===== src/rtl/gbn_pkg.sv =====
// Shared constants, types and state encodings of the Go-Back-N sender.
`default_nettype none
package gbn_pkg;

  localparam int WIN_DEPTH = 8;
  localparam int PTR_W = $clog2(WIN_DEPTH);
  localparam int CNT_W = $clog2(WIN_DEPTH + 1);
  localparam int SEQ_W = 32;
  localparam int DATA_W = 32;
  localparam int WSIZE_W = 4;

  localparam logic [SEQ_W-1:0] SEQ_RESET = 32'd1;
  localparam logic [WSIZE_W-1:0] WIN_RESET = 4'd4;

  localparam logic [1:0] REQ_SEND = 2'd0;
  localparam logic [1:0] REQ_ACK = 2'd1;
  localparam logic [1:0] REQ_TIMEOUT = 2'd2;

  localparam logic [1:0] TMR_NONE = 2'd0;
  localparam logic [1:0] TMR_START = 2'd1;
  localparam logic [1:0] TMR_STOP = 2'd2;
  localparam logic [1:0] TMR_RESTART = 2'd3;

  typedef enum logic [2:0] {
    ST_IDLE,
    ST_EXEC,
    ST_ACK_DROP,
    ST_ACK_DONE,
    ST_RETX
  } state_t;

  typedef enum logic [2:0] {
    EM_NOOP,
    EM_SEND,
    EM_ACK,
    EM_TO_EMPTY,
    EM_RETX
  } emit_kind_t;

  typedef struct packed {
    logic       latch;
    logic       emit;
    emit_kind_t kind;
    logic       commit_send;
    logic       drop;
    logic       cnt_clr;
    logic       cnt_inc;
  } cmd_t;

  typedef struct packed {
    logic [1:0] req;
    logic       full;
    logic       empty;
    logic       ack_ok;
    logic       drop_ok;
    logic       retx_last;
    logic       out_free;
  } status_t;

endpackage
`default_nettype wire


===== src/rtl/gbn_dp.sv =====
// Datapath of the Go-Back-N sender: window state, payload store and result register.
`default_nettype none
module gbn_dp (
  input  wire logic                          clk,
  input  wire logic                          rst_n,
  input  wire gbn_pkg::cmd_t                 cmd,
  output gbn_pkg::status_t                   status,
  input  wire logic                          cfg_valid,
  input  wire logic [gbn_pkg::WSIZE_W-1:0]   cfg_data,
  input  wire logic [1:0]                    in_req_type,
  input  wire logic [gbn_pkg::DATA_W-1:0]    in_payload,
  input  wire logic [gbn_pkg::SEQ_W-1:0]     in_ack_num,
  input  wire logic                          in_ack_valid,
  input  wire logic [gbn_pkg::SEQ_W-1:0]     in_timeout_seq,
  input  wire logic                          out_tready,
  output logic                               out_valid,
  output logic                               out_accepted,
  output logic                               out_pkt_valid,
  output logic [gbn_pkg::SEQ_W-1:0]          out_pkt_seq,
  output logic [gbn_pkg::DATA_W-1:0]         out_pkt_data,
  output logic [1:0]                         out_timer_cmd,
  output logic [gbn_pkg::SEQ_W-1:0]          out_timer_seq,
  output logic                               out_window_full,
  output logic                               out_last
);
  import gbn_pkg::*;

  logic [WSIZE_W-1:0] window_size_r;
  logic [SEQ_W-1:0]   next_seq_r, next_seq_nxt;
  logic [SEQ_W-1:0]   oldest_seq_r, oldest_seq_nxt;
  logic [CNT_W-1:0]   in_flight_r, in_flight_nxt;
  logic [PTR_W-1:0]   head_r, head_nxt;
  logic [PTR_W-1:0]   cnt_r, cnt_nxt;

  logic [1:0]         req_r;
  logic [DATA_W-1:0]  payload_r;
  logic [SEQ_W-1:0]   ack_num_r;
  logic               ack_valid_r;
  logic [SEQ_W-1:0]   tmo_seq_r;

  logic [DATA_W-1:0]  store [WIN_DEPTH];
  logic [DATA_W-1:0]  rd_data_r;
  logic [PTR_W-1:0]   wr_addr;
  logic [PTR_W-1:0]   rd_addr;

  logic [CNT_W-1:0]   limit;
  logic               full;
  logic               empty;
  logic               ack_ge;
  logic               retx_last;
  logic               out_free;

  logic               out_valid_r, out_valid_nxt;
  logic               accepted_r, accepted_nxt;
  logic               pkt_valid_r, pkt_valid_nxt;
  logic [SEQ_W-1:0]   pkt_seq_r, pkt_seq_nxt;
  logic [DATA_W-1:0]  pkt_data_r, pkt_data_nxt;
  logic [1:0]         timer_cmd_r, timer_cmd_nxt;
  logic [SEQ_W-1:0]   timer_seq_r, timer_seq_nxt;
  logic               window_full_r, window_full_nxt;
  logic               last_r, last_nxt;

  assign limit = (window_size_r > WSIZE_W'(WIN_DEPTH)) ? CNT_W'(WIN_DEPTH)
                                                      : CNT_W'(window_size_r);
  assign full = in_flight_r >= limit;
  assign empty = in_flight_r == '0;
  assign ack_ge = ack_num_r >= oldest_seq_r;
  assign retx_last = (CNT_W'(cnt_r) + CNT_W'(1)) == in_flight_r;
  assign out_free = !out_valid_r || out_tready;

  always_comb begin
    status.req = req_r;
    status.full = full;
    status.empty = empty;
    status.ack_ok = ack_valid_r && !empty && ack_ge;
    status.drop_ok = !empty && ack_ge;
    status.retx_last = retx_last;
    status.out_free = out_free;
  end

  always_comb begin
    next_seq_nxt = next_seq_r;
    oldest_seq_nxt = oldest_seq_r;
    in_flight_nxt = in_flight_r;
    head_nxt = head_r;
    if (cmd.commit_send) begin
      next_seq_nxt = next_seq_r + SEQ_W'(1);
      in_flight_nxt = in_flight_r + CNT_W'(1);
    end else if (cmd.drop) begin
      oldest_seq_nxt = oldest_seq_r + SEQ_W'(1);
      in_flight_nxt = in_flight_r - CNT_W'(1);
      head_nxt = head_r + PTR_W'(1);
    end
  end

  always_comb begin
    if (cmd.cnt_clr) begin
      cnt_nxt = '0;
    end else if (cmd.cnt_inc) begin
      cnt_nxt = cnt_r + PTR_W'(1);
    end else begin
      cnt_nxt = cnt_r;
    end
  end

  assign wr_addr = head_r + in_flight_r[PTR_W-1:0];
  assign rd_addr = head_r + cnt_nxt;

  always_ff @(posedge clk) begin
    if (cmd.commit_send) begin
      store[wr_addr] <= payload_r;
    end
    rd_data_r <= store[rd_addr];
  end

  always_comb begin
    accepted_nxt = 1'b0;
    pkt_valid_nxt = 1'b0;
    pkt_seq_nxt = '0;
    pkt_data_nxt = '0;
    timer_cmd_nxt = TMR_NONE;
    timer_seq_nxt = '0;
    last_nxt = 1'b1;
    window_full_nxt = in_flight_nxt >= limit;
    case (cmd.kind)
      EM_SEND: begin
        if (!full) begin
          accepted_nxt = 1'b1;
          pkt_valid_nxt = 1'b1;
          pkt_seq_nxt = next_seq_r;
          pkt_data_nxt = payload_r;
          if (empty) begin
            timer_cmd_nxt = TMR_START;
            timer_seq_nxt = next_seq_r;
          end
        end
      end
      EM_ACK: begin
        if (empty) begin
          timer_cmd_nxt = TMR_STOP;
        end else begin
          timer_cmd_nxt = TMR_RESTART;
          timer_seq_nxt = oldest_seq_r;
        end
      end
      EM_TO_EMPTY: begin
        timer_cmd_nxt = TMR_RESTART;
        timer_seq_nxt = tmo_seq_r;
      end
      EM_RETX: begin
        pkt_valid_nxt = 1'b1;
        pkt_seq_nxt = oldest_seq_r + SEQ_W'(cnt_r);
        pkt_data_nxt = rd_data_r;
        last_nxt = retx_last;
        if (retx_last) begin
          timer_cmd_nxt = TMR_RESTART;
          timer_seq_nxt = tmo_seq_r;
        end
      end
      default: begin
        last_nxt = 1'b1;
      end
    endcase
  end

  always_comb begin
    if (cmd.emit) begin
      out_valid_nxt = 1'b1;
    end else if (out_tready) begin
      out_valid_nxt = 1'b0;
    end else begin
      out_valid_nxt = out_valid_r;
    end
  end

  always_ff @(posedge clk) begin
    if (!rst_n) begin
      window_size_r <= WIN_RESET;
      next_seq_r <= SEQ_RESET;
      oldest_seq_r <= SEQ_RESET;
      in_flight_r <= '0;
      head_r <= '0;
      cnt_r <= '0;
      out_valid_r <= 1'b0;
    end else begin
      if (cfg_valid) begin
        window_size_r <= cfg_data;
      end
      next_seq_r <= next_seq_nxt;
      oldest_seq_r <= oldest_seq_nxt;
      in_flight_r <= in_flight_nxt;
      head_r <= head_nxt;
      cnt_r <= cnt_nxt;
      out_valid_r <= out_valid_nxt;
    end
  end

  always_ff @(posedge clk) begin
    if (cmd.latch) begin
      req_r <= in_req_type;
      payload_r <= in_payload;
      ack_num_r <= in_ack_num;
      ack_valid_r <= in_ack_valid;
      tmo_seq_r <= in_timeout_seq;
    end
    if (cmd.emit) begin
      accepted_r <= accepted_nxt;
      pkt_valid_r <= pkt_valid_nxt;
      pkt_seq_r <= pkt_seq_nxt;
      pkt_data_r <= pkt_data_nxt;
      timer_cmd_r <= timer_cmd_nxt;
      timer_seq_r <= timer_seq_nxt;
      window_full_r <= window_full_nxt;
      last_r <= last_nxt;
    end
  end

  assign out_valid = out_valid_r;
  assign out_accepted = accepted_r;
  assign out_pkt_valid = pkt_valid_r;
  assign out_pkt_seq = pkt_seq_r;
  assign out_pkt_data = pkt_data_r;
  assign out_timer_cmd = timer_cmd_r;
  assign out_timer_seq = timer_seq_r;
  assign out_window_full = window_full_r;
  assign out_last = last_r;

endmodule
`default_nettype wire


===== src/rtl/gbn_ctrl.sv =====
// Control state machine of the Go-Back-N sender.
`default_nettype none
module gbn_ctrl (
  input  wire logic             clk,
  input  wire logic             rst_n,
  input  wire logic             in_tvalid,
  output logic                  in_tready,
  input  wire gbn_pkg::status_t status,
  output gbn_pkg::cmd_t         cmd
);
  import gbn_pkg::*;

  state_t state_r, state_nxt;

  always_ff @(posedge clk) begin
    if (!rst_n) begin
      state_r <= ST_IDLE;
    end else begin
      state_r <= state_nxt;
    end
  end

  always_comb begin
    state_nxt = state_r;
    case (state_r)
      ST_IDLE: begin
        if (in_tvalid) begin
          state_nxt = ST_EXEC;
        end
      end
      ST_EXEC: begin
        if (status.req == REQ_ACK && status.ack_ok) begin
          state_nxt = ST_ACK_DROP;
        end else if (status.req == REQ_TIMEOUT && !status.empty) begin
          state_nxt = ST_RETX;
        end else if (status.out_free) begin
          state_nxt = ST_IDLE;
        end
      end
      ST_ACK_DROP: begin
        if (!status.drop_ok) begin
          state_nxt = ST_ACK_DONE;
        end
      end
      ST_ACK_DONE: begin
        if (status.out_free) begin
          state_nxt = ST_IDLE;
        end
      end
      ST_RETX: begin
        if (status.out_free && status.retx_last) begin
          state_nxt = ST_IDLE;
        end
      end
      default: begin
        state_nxt = ST_IDLE;
      end
    endcase
  end

  always_comb begin
    in_tready = 1'b0;
    cmd = '0;
    cmd.kind = EM_NOOP;
    case (state_r)
      ST_IDLE: begin
        in_tready = 1'b1;
        cmd.latch = in_tvalid;
      end
      ST_EXEC: begin
        if (status.req == REQ_ACK && status.ack_ok) begin
          cmd.emit = 1'b0;
        end else if (status.req == REQ_TIMEOUT && !status.empty) begin
          cmd.cnt_clr = 1'b1;
        end else if (status.out_free) begin
          cmd.emit = 1'b1;
          if (status.req == REQ_SEND) begin
            cmd.kind = EM_SEND;
            cmd.commit_send = !status.full;
          end else if (status.req == REQ_TIMEOUT) begin
            cmd.kind = EM_TO_EMPTY;
          end
        end
      end
      ST_ACK_DROP: begin
        cmd.drop = status.drop_ok;
      end
      ST_ACK_DONE: begin
        cmd.kind = EM_ACK;
        cmd.emit = status.out_free;
      end
      ST_RETX: begin
        cmd.kind = EM_RETX;
        cmd.emit = status.out_free;
        cmd.cnt_inc = status.out_free;
      end
      default: begin
        cmd.emit = 1'b0;
      end
    endcase
  end

endmodule
`default_nettype wire


===== src/rtl/go_back_n_sender.sv =====
// Top level of the Go-Back-N sender: stream ports, controller and datapath.
// Each request is latched while idle and then worked on; the block takes
// a new request only after the previous one has placed its last result in the
// output register. A send, a refused ack or an unknown request is done in the
// execute state. An accepted ack first drops the acknowledged packets, as the
// window head advances one packet per cycle, and then emits its timer result.
// A timeout retransmits every packet in the window, one a cycle while the output
// is not stalled, from the payload store's registered read port.
// Write the window_size register via the cfg port only while idle; it is not enforced.
`default_nettype none
module go_back_n_sender (
  input  wire logic          clk,
  input  wire logic          rst_n,
  input  wire logic          cfg_valid,
  output logic               cfg_ready,
  input  wire logic [3:0]    cfg_data,    // window_size
  input  wire logic          in_tvalid,
  output logic               in_tready,
  input  wire logic [103:0]  in_tdata,    // payload, ack_num, ack_valid, timeout_seq, zero pad
  input  wire logic [1:0]    in_tuser,    // req_type
  output logic               out_tvalid,
  input  wire logic          out_tready,
  output logic [103:0]       out_tdata,   // accepted, pkt_seq, pkt_data, timer_cmd,
                                          // timer_seq, window_full, zero pad
  output logic [0:0]         out_tuser,   // pkt_valid
  output logic               out_tlast    // last
);
  import gbn_pkg::*;

  cmd_t    cmd;
  status_t status;

  logic              accepted;
  logic              pkt_valid;
  logic [SEQ_W-1:0]  pkt_seq;
  logic [DATA_W-1:0] pkt_data;
  logic [1:0]        timer_cmd;
  logic [SEQ_W-1:0]  timer_seq;
  logic              window_full;

  assign cfg_ready = 1'b1;

  gbn_ctrl u_ctrl (
    .clk       (clk),
    .rst_n     (rst_n),
    .in_tvalid (in_tvalid),
    .in_tready (in_tready),
    .status    (status),
    .cmd       (cmd)
  );

  gbn_dp u_dp (
    .clk             (clk),
    .rst_n           (rst_n),
    .cmd             (cmd),
    .status          (status),
    .cfg_valid       (cfg_valid),
    .cfg_data        (cfg_data),
    .in_req_type     (in_tuser),
    .in_payload      (in_tdata[31:0]),
    .in_ack_num      (in_tdata[63:32]),
    .in_ack_valid    (in_tdata[64]),
    .in_timeout_seq  (in_tdata[96:65]),
    .out_tready      (out_tready),
    .out_valid       (out_tvalid),
    .out_accepted    (accepted),
    .out_pkt_valid   (pkt_valid),
    .out_pkt_seq     (pkt_seq),
    .out_pkt_data    (pkt_data),
    .out_timer_cmd   (timer_cmd),
    .out_timer_seq   (timer_seq),
    .out_window_full (window_full),
    .out_last        (out_tlast)
  );

  assign out_tdata = {4'd0, window_full, timer_seq, timer_cmd, pkt_data, pkt_seq, accepted};
  assign out_tuser = pkt_valid;

`ifndef SYNTHESIS
  a_accept_has_pkt: assert property (@(posedge clk) disable iff (!rst_n)
    out_tvalid && accepted |-> pkt_valid)
    else $error("accepted send result carries no packet");

  a_mid_result_retx: assert property (@(posedge clk) disable iff (!rst_n)
    out_tvalid && !out_tlast |-> pkt_valid && !accepted && timer_cmd == TMR_NONE)
    else $error("non-final result is not a plain retransmission");

  a_start_tag: assert property (@(posedge clk) disable iff (!rst_n)
    out_tvalid && timer_cmd == TMR_START |-> accepted && timer_seq == pkt_seq)
    else $error("timer start not tagged with the sent packet");

  a_one_at_a_time: assert property (@(posedge clk) disable iff (!rst_n)
    in_tvalid && in_tready |=> !in_tready)
    else $error("new request taken while one is in progress");
`endif

endmodule
`default_nettype wire


===== config.mk =====
export PLATFORM = sky130hd
export DESIGN_NAME = go_back_n_sender
export DESIGN_NICKNAME = d
export VERILOG_FILES = /design/src/rtl/gbn_pkg.sv /design/src/rtl/gbn_dp.sv /design/src/rtl/gbn_ctrl.sv /design/src/rtl/go_back_n_sender.sv
export SDC_FILE = /design/constraint.sdc
export NUM_CORES = 1
export LEC_CHECK = 0
export ABC_AREA = 1
export BUFFER_PORTS_ARGS = -buffer_cell sky130_fd_sc_hd__buf_4
export CAP_MARGIN = 20
export CORE_ASPECT_RATIO = 1.4
export CORE_MARGIN = 8
export CORE_UTILIZATION = 59
export CTS_CLUSTER_DIAMETER = 80
export DETAILED_ROUTE_END_ITERATION = 7
export PLACE_DENSITY = 0.81
export SLEW_MARGIN = 20
export SYNTH_ARGS = -nofsm -noshare
export SYNTH_HDL_FRONTEND = slang
export SYNTH_SLANG_ARGS = --single-unit

===== constraint.sdc =====
create_clock -name clk -period 10.3 [get_ports clk]
set_input_delay 1.03 -clock clk [delete_from_list [all_inputs] [get_ports clk]]
set_output_delay 1.03 -clock clk [all_outputs]
set_load 0.02 [all_outputs]

* Yosys cells after proc, flatten, opt, wreduce, memory -nomap -nowiden *
Memories as Yosys holds them, arrays and structs flattened. A register that Yosys moved wholly into a read port is not among the register bits.
Index checks and enable logic that the tools add are counted.

storage, ports and cells
  register bits = 283
  RAM bits = 256
  input bits = 115
  output and inout port bits = 109
  word-level logic and storage cells = 117
  memories kept = 1

memories
  memory      words  width  rd ports  clocked after Yosys merged registers in  wr ports  line          RTL
  u_dp.store  8      32     1         1                                        1         gbn_dp.sv:41  logic [DATA_W-1:0] store [WIN_DEPTH];

cells by class
  $add $sub $neg = 10
  magnitude comparators = 4
  equality and inequality tests = 14
  mux-type cells = 49
  bitwise operators = 1
  reductions and logical operators = 17

operators by type and width
  kind                                                                    number
  32-bit 2-to-1 mux                                                       6
  32-bit one-hot mux with 2 select lines                                  2
  32-bit one-hot mux with 4 select lines                                  1
  32-bit by 1-bit adder with 32-bit output (second input constant)        2
  32-bit by 3-bit adder with 32-bit output                                1
  32-bit >= comparator                                                    1
  3-bit 2-to-1 mux                                                        8
  1-bit 2-to-1 mux                                                        17
  4-bit 2-to-1 mux                                                        4
  3-bit one-hot mux with 5 select lines                                   1
  3-bit by 2-bit equality test with 1-bit output (second input constant)  4
  5-bit 2-to-1 mux                                                        2
  3-bit one-hot mux with 3 select lines                                   1
  4-bit >= comparator                                                     2
  2-bit 2-to-1 mux                                                        4
  2-bit one-hot mux with 4 select lines                                   1
  3-bit by 1-bit adder with 3-bit output (second input constant)          2
  3-bit adder                                                             2
  3-bit by 1-bit equality test with 1-bit output (second input constant)  2
  3-bit equality test (second input constant)                             2
  1-bit logical AND                                                       6
  3-bit by 1-bit adder with 4-bit output (second input constant)          1
  4-bit by 1-bit adder with 4-bit output (second input constant)          1
  4-bit equality test                                                     1
  other kinds (17)                                                        21

* Logic depth before layout (Yosys ltp) *
Gate-level depths: netlist (run 1).

  word-level depth = 11
  depth in mapped cells = 23

* Hierarchy *
A second synthesis (run 1) with hierarchy kept.

second synthesis, totals
  cell total of the unflattened synthesis = 2311
  area, all modules = 24816.3 um^2

by module, submodules not included
  module            instances  cells each  area an instance (um^2)  seq. area each (um^2)
  gbn_dp            1          2245        24438.4                  15945.3
  gbn_ctrl          1          57          317.8                    60.1
  go_back_n_sender  1          9           60.1                     0.0

* Worst setup path before layout (run 1) *
OpenSTA, ideal clock, no wires.

  kind = input to register
  start = in out_tready
  end = reg u_dp.accepted_r, in the netlist u_dp.out_accepted, enable pin
  arrival = 8.222 ns
  data required time = 9.596 ns
  slack = 1.374 ns
  stages on the path = 2
  path buffers = 0
  cells stage by stage = nor2_2 -> o21ai_0

RTL lines
  element               line                    RTL
  from (decl)           go_back_n_sender.sv:22  input wire logic out_tready,
  to (signal assigned)  gbn_dp.sv:207           accepted_r <= accepted_nxt;
  to (decl)             gbn_dp.sv:54            logic accepted_r, accepted_nxt;

* Final worst setup path (run 1) *
  start = reg u_dp.in_flight_r[0]
  end = reg u_dp.rd_data_r[26], read port of u_dp.store

between the ends
  longest elaborated chain between the ends = 9
  elaborated cells between the ends (all ways) = 11

ends and longest elaborated chain
  element                          line                          RTL
  from (decl)                      gbn_dp.sv:31                  logic [CNT_W-1:0] in_flight_r, in_flight_nxt;
  from (signal assigned)           gbn_dp.sv:191                 in_flight_r <= in_flight_nxt;
  4-bit logical NOT *              gbn_dp.sv:66                  assign empty = in_flight_r == '0;
  1-bit logical NOT *              gbn_dp.sv:75, gbn_ctrl.sv:73
  1-bit logical AND (2 in series)  gbn_dp.sv:75                  status.ack_ok = ack_valid_r && !empty && ack_ge;
  1-bit logical AND                gbn_ctrl.sv:71                if (status.req == REQ_ACK && status.ack_ok) begin
  1-bit 2-to-1 mux *               gbn_ctrl.sv:71
  1-bit 2-to-1 mux *               gbn_ctrl.sv:65                case (state_r)
  3-bit 2-to-1 mux *               gbn_dp.sv:97                  if (cmd.cnt_clr) begin
  named net u_dp.cnt_nxt[0]        gbn_dp.sv:33                  logic [PTR_W-1:0] cnt_r, cnt_nxt;
  3-bit adder *                    gbn_dp.sv:107                 assign rd_addr = head_r + cnt_nxt;
  to (decl)                        gbn_dp.sv:42                  logic [DATA_W-1:0] rd_data_r;

Mark *: on every way through the listed nets, which the timed path passes. The rest lies on a longest branch.
A chain may end at the register's enable or synchronous reset.

==> results of run 1 <==
logic make-up after synthesis:
kind of cell             after synthesis  share of synthesized area [%]
other                                  2                         0.0311
XOR/XNOR                              45                           1.71
flip-flops                           571                           66.3
buffers and inverters                261                           4.47
AND/OR/NAND/NOR                      700                           12.7
adder cells (fa/ha/maj)               54                           2.89
AO/OA/AOI/OAI                        469                           12.0
worst min-delay path by stage:
| stage | slack, ns | from | end | depth (start not counted) |
|---|---|---|---|---|
| 2_1_floorplan | 0.43 | u_dp.window_size_r[2]$_SDFFE_PN1P_ | u_dp.window_size_r[2]$_SDFFE_PN1P_ | 2 |
| 3_3_place_gp | 0.45 | u_dp.window_size_r[2]$_SDFFE_PN1P_ | u_dp.window_size_r[2]$_SDFFE_PN1P_ | 2 |
| 3_5_place_dp | 0.45 | u_dp.window_size_r[2]$_SDFFE_PN1P_ | u_dp.window_size_r[2]$_SDFFE_PN1P_ | 2 |
| 4_1_cts | 0.46 | u_dp.window_size_r[2]$_SDFFE_PN1P_ | u_dp.window_size_r[2]$_SDFFE_PN1P_ | 2 |
| 5_1_grt | 0.47 | u_dp.window_size_r[2]$_SDFFE_PN1P_ | u_dp.window_size_r[2]$_SDFFE_PN1P_ | 2 |
| 6_report | 0.46 | u_dp.window_size_r[2]$_SDFFE_PN1P_ | u_dp.window_size_r[2]$_SDFFE_PN1P_ | 2 |
Yosys cell counts, types with 5 or more instances:
cell type,number
o21ai_0,143
xor2_1,41
buf_6,5
clkbuf_1,71
nand2_1,343
inv_2,11
edfxtp_1,457
o32ai_1,11
inv_1,141
o21bai_1,7
o22ai_1,43
buf_2,13
o21ai_1,35
nand3_1,44
buf_1,7
nor4_1,12
ha_1,51
nor3_1,38
dfxtp_1,114
nand4_1,52
nor2_1,181
buf_4,12
a32o_1,32
o221ai_1,32
nor2_2,5
a22o_1,32
a21oi_1,124
registers in the layout, indices dropped and copies added (netlist names), 2 cells and up:
register,cells
u_dp.cnt_r,3
u_dp.rd_data_r,32
u_dp.window_size_r,4
u_dp.in_flight_r,4
u_dp.out_pkt_data,32
u_dp.store,256
u_dp.req_r,2
u_dp.head_r,3
u_ctrl.state_r,3
u_dp.tmo_seq_r,32
u_dp.ack_num_r,32
u_dp.oldest_seq_r,32
u_dp.next_seq_r,32
u_dp.out_pkt_seq,32
u_dp.payload_r,32
u_dp.out_timer_seq,32
u_dp.out_timer_cmd,2
report_power, final:
group          switching (mW)  internal [mW]  leakage, nW
combinational           0.210          0.117         4.07
sequential             0.0497           2.59         5.17
clock                   0.853           1.17        0.891
total                    1.11           3.88         10.1
layout make-up:
| class | instances | area, sq um | share of cell area [%] |
|---|---|---|---|
| inverter | 153 | 578 | 2.06 |
| clock inverter | 34 | 373 | 1.33 |
| sequential | 571 | 16000 | 57.1 |
| multi-input combinational | 1273 | 7170 | 25.6 |
| timing repair buffer | 237 | 1780 | 6.36 |
| tap | 534 | 668 | 2.38 |
| clock buffer | 66 | 1440 | 5.13 |
worst max-delay path, cell delays in order, from the launching register on:
cell	delay, ns
dfxtp_1	0.48
inv_1	0.16
ha_1	0.27
nand3_4	0.39
nand2_2	0.14
nor2_1	0.38
nor2_1	0.19
ha_4	0.20
inv_1	0.06
fa_1	0.41
buf_4	0.28
clkinv_2	0.37
buf_4	0.65
o21ai_0	0.25
o22ai_1	0.21
nand2_1	0.07
o21ai_1	0.11
per-stage QoR:
stage                     instance area [sq um]  hold slack, ns  instances  power [mW]  worst slack [ns]
after global routing                      28000           0.474       2868        5.14              5.23
final                                     28000           0.463       2868        5.00              5.49
after global placement                    26200           0.451       2768        3.00              5.70
after floorplan                           24200           0.429       2105        2.88              1.37
after detailed placement                  26200           0.448       2768        3.02              5.50
after CTS                                 28000           0.464       2868        5.02              5.57
per-layer routing:
metal,vias up,track usage (%),wire length [um]
li1,7964,-,-
met1,8440,29.6,23200
met2,854,47.4,33900
met3,191,4.83,4660
met4,0,14.5,3470
met5,-,0,0
==> impl_metrics.json, run 1 <==
{
  "synthArstFlopShare_pct": 0,
  "cts_buffer_depth": 3,
  "cp-endpoint": "u_dp.rd_data_r[26]$_DFF_P_",
  "place.gp.congestion": 0.988,
  "finalNetCount": 2458,
  "synth_edf_count": 457,
  "synth_top_area_share_pct": 56.8,
  "final_cell_mix": "edfxtp_1, nand2_1, buf_4",
  "ir_drop_v": 0.000132,
  "arrival_ns": 5.32,
  "setup_viol": 0,
  "grt_pass1_wl_um": 99700,
  "fp-row-count": 87,
  "crit_path_start": "u_dp.in_flight_r[0]$_SDFF_PN0_",
  "die_w_um": 187,
  "drv_cap": 0,
  "worst_pin_slew_ns": 1.12,
  "via_count": 17449,
  "syn_area_per_cell_sq_um": 11.5,
  "yosys-top-cells-area": "edfxtp_1, dfxtp_1, nand2_1",
  "min_path_type": "flop to flop",
  "root_buffer": "clkbuf_16",
  "synthFlopType": "edfxtp_1",
  "place.port_buffers": 211,
  "yosysTopAreaCell": "edfxtp_1",
  "fin_crit_ns": 4.81,
  "postCtsSetupBuffers": 0,
  "numCtsBuffers": 53,
  "yosysSeqAreaShare_pct": 66.3,
  "drtIter0Drc": 1307,
  "die_y_um": 255,
  "r2r_setup_slack_ns": 5.49,
  "grt_antenna_before_repair": 0,
  "fin_util_pct": 69.4,
  "dpl.hpwl_um": 41700,
  "ant_nets": 0,
  "fmax_mhz": 208,
  "die_area_sq_um": 47700,
  "area_growth_pct": 16.0,
  "cts.sinks": 571,
  "drive_gt1_share_pct": 15.8,
  "track_usage_pct": 26.5,
  "report.final.hold_viol_count": 0,
  "rsz0062_at_grt": "no",
  "status": "finished clean",
  "dr.pass1.iters": 5,
  "yosys.cell_types.count": 53,
  "grt_max_degree": 113,
  "n_antenna_cell": 0,
  "fill_cells": 2788,
  "crit_fanout": 66,
  "cts_tree": "yes",
  "finalClockSkew_ns": 0.0135,
  "cts_max_level": 2,
  "crit_path_end_kind": "flop",
  "syn_inst": 2102,
  "leakagePower_nw": 10.1,
  "relSlewSlack_pct": 24.8,
  "fp.coreArea_sq_um": 40400,
  "setup_tns_ns": 0,
  "wl_per_cell_um": 22.7,
  "clk_latency_ns": 0.59,
  "min_period_over_period_pct": 46.7,
  "ys_warn_count": 0,
  "r2r_end": "u_dp.rd_data_r[26]$_DFF_P_",
  "path_clk_slew_ns": 0.06,
  "rr_worst_depth": 16,
  "first_global_vias": 17718,
  "synth-seq-cells": 571,
  "start_kind": "flop",
  "io_pins": 224,
  "cts_resized": 0,
  "cts_hold_buf": 0,
  "cp.required_ns": 10.81,
  "final_max_slew_viol_count": 0,
  "wl_um": 65200,
  "r2r_start": "u_dp.in_flight_r[0]$_SDFF_PN0_",
  "netlist_area_sq_um": 24100,
  "start_util_pct": 59.8,
  "power_density_nw_per_um2": 178,
  "critPathKind": "flop to flop",
  "via_per_inst": 6.08,
  "gr-total-overflow": 0,
  "mostFrequentLayoutCell": "edfxtp_1",
  "drc": 0
}
(Power assumes the default switching activity.)
==> inputs of run 2 (changes only) <==
--- a/config.mk
+++ b/config.mk
@@ -10,10 +10,10 @@
 export CAP_MARGIN = 20
 export CORE_ASPECT_RATIO = 1.4
 export CORE_MARGIN = 8
-export CORE_UTILIZATION = 59
+export CORE_UTILIZATION = 54
 export CTS_CLUSTER_DIAMETER = 80
 export DETAILED_ROUTE_END_ITERATION = 7
-export PLACE_DENSITY = 0.81
+export PLACE_DENSITY = 0.78
 export SLEW_MARGIN = 20
 export SYNTH_ARGS = -nofsm -noshare
 export SYNTH_HDL_FRONTEND = slang
==> constraint.sdc (replaced) <==
create_clock -name clk -period 4.3 [get_ports clk]
set_input_delay 0.43 -clock clk [delete_from_list [all_inputs] [get_ports clk]]
set_output_delay 0.43 -clock clk [all_outputs]
set_load 0.02 [all_outputs]
==> run 2 against run 1 <==
Sequential cell count unchanged. Sequential share of layout area down 2.5 points. Utilization down 2.9 points. Global-route usage down 1.5 points. Largest cell class unchanged. Via count up 1.1%. Non-clock buffer count up 115. Highest routed layer unchanged.
==> impl_metrics.json, run 2 (same netlist as run 1, synthesis figures left out) <==
{
  "status": "finished clean",
  "drv_cap": 0,
  "fill_cells": 3149,
  "crit_buf_inv": 4,
  "root_buffer": "clkbuf_16",
  "final_max_slew_viol_count": 0,
  "leakagePower_nw": 10.6,
  "ant_nets": 0,
  "via_per_inst": 5.86,
  "finalClockSkew_ns": 0.0231,
  "relSlewSlack_pct": 29.9,
  "ir_drop_v": 0.000311,
  "first_global_vias": 17621,
  "area_growth_pct": 21.2,
  "grt_pass1_wl_um": 100000,
  "place.port_buffers": 211,
  "dr.pass1.iters": 6,
  "cts.sinks": 571,
  "numCtsBuffers": 54,
  "drtIter0Drc": 1218,
  "clk_latency_ns": 0.62,
  "postCtsSetupBuffers": 0,
  "drive_gt1_share_pct": 15.8,
  "drc": 0,
  "cts_max_level": 2,
  "fin_crit_ns": 3.61,
  "critPathKind": "flop to flop",
  "power_density_nw_per_um2": 413,
  "mostFrequentLayoutCell": "edfxtp_1",
  "start_util_pct": 54.8,
  "min_path_type": "input pin to flop",
  "start_kind": "flop",
  "fin_util_pct": 66.4,
  "fp.coreArea_sq_um": 44100,
  "fmax_mhz": 277,
  "slowest_stage": "dfxtp_1",
  "largest_reg_flops": 256,
  "slowest_delay_ns": 0.47,
  "setup_tns_ns": 0,
  "dpl.hpwl_um": 42600,
  "worst_pin_slew_ns": 1.04,
  "crit_family": "adder cells",
  "track_usage_pct": 25.0,
  "total_power_mw": 12.1,
  "via_count": 17644,
  "regMostFlops": "u_dp.store",
  "setup_viol": 0,
  "die_area_sq_um": 51800,
  "die_w_um": 195,
  "io_pins": 224,
  "fp-row-count": 91,
  "grt_antenna_before_repair": 1,
  "rsz0062_at_grt": "no",
  "min_period_over_period_pct": 83.9,
  "cts_tree": "yes",
  "gr-total-overflow": 0,
  "crit_fanout": 78,
  "wl_per_cell_um": 22.1,
  "path_clk_slew_ns": 0.06,
  "final_cell_mix": "edfxtp_1, nand2_1, buf_4",
  "place.gp.congestion": 0.969,
  "crit_path_end_kind": "flop",
  "die_y_um": 266,
  "path_cells": "inv_1 -> ha_1 -> nand3_4 -> nand2_2 -> nor2_1 -> nor2_1 -> ha_4 -> inv_1 -> fa_1 -> inv_2 -> buf_12 -> a21oi_1 -> a32o_1 -> o21ai_0",
  "wl_um": 66500,
  "arrival_ns": 4.15,
  "finalNetCount": 2574,
  "cp.required_ns": 4.84,
  "cts_buffer_depth": 3,
  "report.final.hold_viol_count": 0,
  "grt_max_degree": 129
}
run 2: where the power goes:
part	internal [mW]	switching [mW]	total, mW	leakage, nW
Sequential	6.21	0.116	6.33	5.17
Combinational	0.354	0.527	0.881	4.59
Clock	2.79	2.09	4.88	0.886
Total	9.36	2.73	12.1	10.6
run 2: path summary, 6_finish.rpt:
path / startpoint / endpoint / slack (ns) / cells past startpoint
hold / removal: in_tdata[9] / u_dp.payload_r[9]$_DFFE_PP_ / 0.04 / 1
setup / recovery: u_dp.in_flight_r[0]$_SDFF_PN0_ / u_dp.rd_data_r[31]$_DFF_P_ / 0.69 / 14
hold reg to reg: u_dp.window_size_r[2]$_SDFFE_PN1P_ / u_dp.window_size_r[2]$_SDFFE_PN1P_ / 0.46 / 2
setup reg to reg: u_dp.in_flight_r[0]$_SDFF_PN0_ / u_dp.rd_data_r[31]$_DFF_P_ / 0.69 / 14
run 2: final cells by class:
type / instances / area (sq um) / area share, %
diodes: 1 / 2.50 / 0.00855
multi-input cells: 1273 / 7170 / 24.5
repair buffers: 352 / 2980 / 10.2
well taps: 558 / 698 / 2.39
clock inverters: 27 / 328 / 1.12
clock buffers: 74 / 1520 / 5.19
flip-flops and latches: 571 / 16000 / 54.7
inverters: 153 / 576 / 1.97
run 2: through the flow:
step / setup WS [ns] / hold WS [ns] / instances / instance area, sq um
global placement: 0.769 / 0.446 / 2808 / 26400
global route: 0.380 / 0.00539 / 3008 / 29300
finish: 0.691 / 0.0370 / 3009 / 29300
detailed placement: 0.715 / 0.453 / 2808 / 26400
CTS: 0.705 / 0.00541 / 3007 / 29200
floorplan: 0.207 / 0.429 / 2105 / 24200
run 2: metal layers:
layer | vias up | GRT usage [%] | wire length (um) | share of wire (%)
met4 | 0 | 12.1 | 3240 | 4.9
met2 | 738 | 45.6 | 35000 | 53
met5 | - | 0 | 0 | 0
li1 | 8200 | - | - | -
met1 | 8533 | 27.8 | 24000 | 36
met3 | 173 | 4.56 | 4180 | 6.3
run 2: worst register-to-register path, delay by kind of cell (launching register included):
family          cells  cell delay, ns
flops               1            0.47
fa+ha+maj           3            0.90
compound gates      3            0.58
buf+inv             4            0.87
simple gates        4            0.74
run 2: what timing repair did:
item | in CTS | in global routing
endpoints found under the hold margin | 98 | 0
hold buffers | 98 | 0
gates resized for setup | 0 | 0
